File: config.mk
export PLATFORM = sky130hd
export DESIGN_NAME = ttcsi_ctrl
export DESIGN_NICKNAME = d
export VERILOG_FILES = /design/src/rtl/ttcsi_pkg.sv /design/src/rtl/ttcsi_ctrl.sv
export SDC_FILE = /design/constraint.sdc
export NUM_CORES = 1
export LEC_CHECK = 0
export BUFFER_PORTS_ARGS = -buffer_cell sky130_fd_sc_hd__buf_2
export CAP_MARGIN = 40
export CORE_AREA = 2 2 39 41
export DETAILED_ROUTE_END_ITERATION = 7
export DIE_AREA = 0 0 41 43
export PLACE_DENSITY_LB_ADDON = 0.3
export SETUP_SLACK_MARGIN = 0.4
export SLEW_MARGIN = 40
export SYNTH_ARGS = -nofsm -noshare
export SYNTH_HDL_FRONTEND = slang
export SYNTH_SLANG_ARGS = --single-unit
File: constraint.sdc
create_clock -name clock -period 3 [get_ports clock]
set_input_delay 0.3 -clock clock [delete_from_list [all_inputs] [get_ports clock]]
set_output_delay 0.3 -clock clock [all_outputs]
set_load 0.005 [all_outputs]
File: src/rtl/ttcsi_pkg.sv
// shared types and constants of the csi parser terminal
// no dependencies; imported by every rtl module but ttcsi_ram
package ttcsi_pkg;

   localparam int BYTE_W      = 8;
   localparam int COLS_CFG_W  = 8;
   localparam int ROWS_CFG_W  = 7;
   localparam int CSR_DATA_W  = 8;
   localparam int CSR_INDEX_W = 1;
   localparam int EFF_COLS_W  = 9;
   localparam int EFF_ROWS_W  = 8;
   localparam int PARAM_W     = 31;

   localparam logic [CSR_INDEX_W-1:0] CSR_COLUMNS = 1'b0;
   localparam logic [CSR_INDEX_W-1:0] CSR_ROWS    = 1'b1;

   localparam logic [COLS_CFG_W-1:0] COLS_RESET = 8'd80;
   localparam logic [ROWS_CFG_W-1:0] ROWS_RESET = 7'd24;

   localparam logic CMD_READ = 1'b1;

   localparam logic [BYTE_W-1:0] CH_LF       = 8'h0A;
   localparam logic [BYTE_W-1:0] CH_CR       = 8'h0D;
   localparam logic [BYTE_W-1:0] CH_ESC      = 8'h1B;
   localparam logic [BYTE_W-1:0] CH_SPACE    = 8'h20;
   localparam logic [BYTE_W-1:0] CH_ZERO     = 8'h30;
   localparam logic [BYTE_W-1:0] CH_NINE     = 8'h39;
   localparam logic [BYTE_W-1:0] CH_FINAL_LO = 8'h40;
   localparam logic [BYTE_W-1:0] CH_UP       = 8'h41;
   localparam logic [BYTE_W-1:0] CH_DOWN     = 8'h42;
   localparam logic [BYTE_W-1:0] CH_RIGHT    = 8'h43;
   localparam logic [BYTE_W-1:0] CH_LEFT     = 8'h44;
   localparam logic [BYTE_W-1:0] CH_CLEAR    = 8'h4A;
   localparam logic [BYTE_W-1:0] CH_LBRACKET = 8'h5B;
   localparam logic [BYTE_W-1:0] CH_TILDE    = 8'h7E;

   // largest value that may still take digit 0..7, and digit 8..9
   localparam logic [PARAM_W-1:0] PARAM_MAX_LO = 31'd214748364;
   localparam logic [PARAM_W-1:0] PARAM_MAX_HI = 31'd214748363;
   localparam logic [PARAM_W-1:0] PARAM_TWO    = 31'd2;

   typedef struct packed {
      logic       cmd;
      logic [7:0] byte_in;
      logic [5:0] read_row;
      logic [6:0] read_col;
   } req_type;

   typedef struct packed {
      logic [7:0] cell_char;
      logic [5:0] cursor_row;
      logic [6:0] cursor_col;
      logic       range_error;
   } rsp_type;

   typedef enum logic [1:0] {
      PS_GROUND,
      PS_ESCAPE,
      PS_CSI
   } parser_state_type;

   typedef enum logic [1:0] {
      CS_CLEAR,
      CS_IDLE,
      CS_EXEC,
      CS_RDWAIT
   } ctrl_state_type;

   typedef struct packed {
      logic load_item;
      logic issue_read;
      logic exec_update;
      logic load_read_rsp;
      logic clr_start;
      logic clr_step;
   } dp_cmd_type;

   typedef struct packed {
      logic item_is_read;
      logic read_in_range;
      logic clear_req;
      logic clr_last;
   } dp_status_type;

endpackage

File: src/rtl/ttcsi_ctrl.sv
// controller state machine of the csi parser terminal
// depends on ttcsi_pkg
module ttcsi_ctrl import ttcsi_pkg::*; (
   input  logic          clock,
   input  logic          reset,
   input  logic          req_valid,
   output logic          req_stall,
   output logic          rsp_valid,
   input  logic          rsp_stall,
   input  dp_status_type status,
   output dp_cmd_type    cmd
);

   ctrl_state_type state_ff, state_in;
   logic           rsp_valid_ff, rsp_valid_in;
   logic           rsp_free;

   assign rsp_free = !rsp_valid_ff || !rsp_stall;

   always_comb begin
      state_in = state_ff;
      case (state_ff)
         CS_CLEAR: begin
            if (status.clr_last) state_in = CS_IDLE;
         end
         CS_IDLE: begin
            if (req_valid) state_in = CS_EXEC;
         end
         CS_EXEC: begin
            if (status.item_is_read && status.read_in_range) begin
               state_in = CS_RDWAIT;
            end else if (rsp_free) begin
               state_in = status.clear_req ? CS_CLEAR : CS_IDLE;
            end
         end
         CS_RDWAIT: begin
            if (rsp_free) state_in = CS_IDLE;
         end
         default: state_in = CS_IDLE;
      endcase
   end

   always_comb begin
      cmd       = '0;
      req_stall = 1'b1;
      case (state_ff)
         CS_CLEAR: begin
            cmd.clr_step = 1'b1;
         end
         CS_IDLE: begin
            req_stall     = 1'b0;
            cmd.load_item = req_valid;
         end
         CS_EXEC: begin
            if (status.item_is_read && status.read_in_range) begin
               cmd.issue_read = 1'b1;
            end else if (rsp_free) begin
               cmd.exec_update = 1'b1;
               cmd.clr_start   = status.clear_req;
            end
         end
         CS_RDWAIT: begin
            cmd.load_read_rsp = rsp_free;
         end
         default: ;
      endcase
   end

   always_comb begin
      if (cmd.exec_update || cmd.load_read_rsp) begin
         rsp_valid_in = 1'b1;
      end else begin
         rsp_valid_in = rsp_valid_ff && rsp_stall;
      end
   end

   always_ff @(posedge clock) begin
      if (reset) begin
         state_ff     <= CS_CLEAR;
         rsp_valid_ff <= 1'b0;
      end else begin
         state_ff     <= state_in;
         rsp_valid_ff <= rsp_valid_in;
      end
   end

   assign rsp_valid = rsp_valid_ff;

endmodule

==> results by group <==
Setup path
  – CP Launch Type: flop
  – Req. time, crit path: 2.70 ns
  – Worst EP arrival: 1.27 ns
  – Crit path max fanout: 5
  – Critical Path Sink Type: output port
  – Critical path class: reg2out

Placed design
  – Port Buffers: 15
  – RD Place Congestion: 0.6301
  – Placed Cells: 63
  – Post-DP Area: 386.6 µm²
  – Detailed Place HPWL: 536 µm

Layout
  – FILL cells: 153
  – Design Area, Final: 412.9 µm²
  – Final std cells w/o fill: 67
  – Final nets: 65
  – Layout cells sized above 1: 49.02%
  – Commonest non-fill, non-tap cell in the layout: buf_2
  – Antenna fix cells: 0
  – Commonest non-fill, non-tap cells in the layout: 15 x buf_2, 5 x ha_1, 3 x inv_1, 3 x clkbuf_4, 3 x dfxtp_1
  – Fin util: 29.84%
  – Layout area overhead: 41.63%

Routing
  – DR pass1 iterations: 4
  – DRT Wirelength: 637 µm
  – DR iter-0 viols: 8
  – Vias per cell: 4.149
  – Via count: 278
  – WL per Instance: 9.507 µm
  – Routed Antenna Nets: 0
  – DRC viols: 0

STA
  – Max-slew violations: 0
  – # setup viols final: 0
  – Setup TNS: 0 ns
  – Worst Skew: 0.003884 ns
  – Final hold violation count: 0
  – Tmin final: 1.572 ns
  – Tightest Pin Transition: 0.2310 ns
  – Slew margin rel.: 84.60%
  – Final period util: 52.41%
  – Max Clk Rate: 636.0 MHz
  – RSZ-0062 raised after global routing: no

Clock tree
  – Post-CTS setup buffers: 0
  – Worst skew pair latency: 0.23 ns
  – TritonCTS clock tree: yes
  – TritonCTS Buffers: 3
  – Clk buf depth: 2
  – Clock root buffer: clkbuf_4
  – Max H-tree Level: 1
  – # resized after CTS: 0
  – Clock-pin transition on the worst setup and hold timing paths: 0.04 ns
  – Hold-fix buffers, CTS: 0
  – CTS Sinks: 3

Die
  – Die ar.: 1763 µm²
  – Die width: 41 µm
  – Core Footprint: 1384 µm²
  – Chip height: 43 µm
  – # IOs: 16
  – Starting density of the core: 21.07%
  – Core Rows: 14

GRT
  – Initial antenna violation count: 0
  – Pin count of the biggest net entering global routing: 6
  – Total grt overflow: 0
  – Global-route usage over all layers: 8.927%
  – First-pass GRT wire length: 1028 µm
  – Vias in the first global route: 261

Logic synthesis
  – Syn_nets: 45
  – Post-synthesis cell area: 291.5 µm²
  – Mapped Cells: 32
  – Yosys reg bits: 3
  – Post-synthesis sequential area ratio: 20.60%
  – Mean post-synth cell area: 9.110 µm²
  – Netlist cell types: 19
  – Synth warnings: 0

Power and ir drop
  – Total Power: 227.2 µW
  – Total power density per cell area: 550.2 nW/µm²
  – Leak: 0.0002125 µW
  – Worst-case vdd ir drop: 0.1760 mV

Hold path
  – Hold Path Class: in2reg

Job
  – Max-cap violations: 0

Outcome
  – Status: completed
flip-flops by register name, indices dropped and copies added (netlist names):
| signal | count |
|---|---|
| rsp_valid | 1 |
| state_ff | 2 |
stage by stage:
step / setup slack, ns / hold WS, ns
after CTS: 1.403 / 0.2900
after global routing: 1.309 / 0.3111
after detailed placement: 1.627 / 0.5131
after global placement: 1.631 / 0.5193
after floorplan: 1.727 / 0.3724
final: 1.428 / 0.2965
worst max-delay path, cell delays in order (launching register included):
cell and delay [ns]:
dfxtp_1 0.37, inv_1 0.10, ha_1 0.25, and3_2 0.20, buf_2 0.12
synth_stat cells:
cell	number	area [µm²]
and3_2	2	15.01
a311o_1	1	10.01
nand2_1	1	3.750
ha_1	5	62.56
nor2_1	2	7.510
o221ai_2	1	15.01
nand2b_1	2	12.51
o21ai_0	1	5.000
inv_1	3	11.26
dfxtp_1	3	60.06
nand2_2	1	6.260
and4_2	1	10.01
and2_1	2	12.51
inv_2	1	3.750
a41oi_2	1	16.27
mux2i_1	2	20.02
nor2b_1	1	6.260
nand3_1	1	5.000
a221oi_1	1	8.760
layout make-up:
class                           instances  area [µm²]  share of cell area (%)
Multi-Input combinational cell         25       216.5                   52.42
Timing Repair Buffer                   15       75.07                   18.18
Sequential cell                         3       60.06                   14.55
Clock buffer                            4       26.28                   6.364
Tap cell                               16       20.02                   4.848
Inverter                                4       15.01                   3.636
layer usage:
layer  up-vias  track usage (%)  share of wire, %
met5         -                0                 0
met3         0            3.141                11
met1       113            9.615                47
met2        15            12.81                42
met4         0            8.000                 0
li1        150                -                 -
path summary, 6_finish.rpt:
| path | from | end | slack (ns) | cells after the start |
|---|---|---|---|---|
| max | state_ff[0] | cmd[4] | 1.43 | 4 |
| min | reset | rsp_valid | 0.30 | 2 |
| max reg2reg | state_ff[0] | state_ff[1] | 1.64 | 6 |
| min reg2reg | state_ff[0] | state_ff[0] | 0.51 | 2 |
logic make-up (layout without fill, tap and decap cells):
family,Yosys count,after routing,share of synthesized area (%)
flops,3,3,20.60
fa+ha+maj,5,5,21.46
buf+inv,4,23,5.149
simple gates,13,13,27.04
compound gates,5,5,18.88
mux,2,2,6.867
power breakdown:
group	leakage [µW]	switching [µW]	total [µW]	internal (µW)
Clock	0.0000150	20.8	70.7	49.9
Combinational	0.000173	48.8	99.7	50.9
Sequential	0.0000245	8.72	56.8	48.1
(Power assumes the default switching activity.)
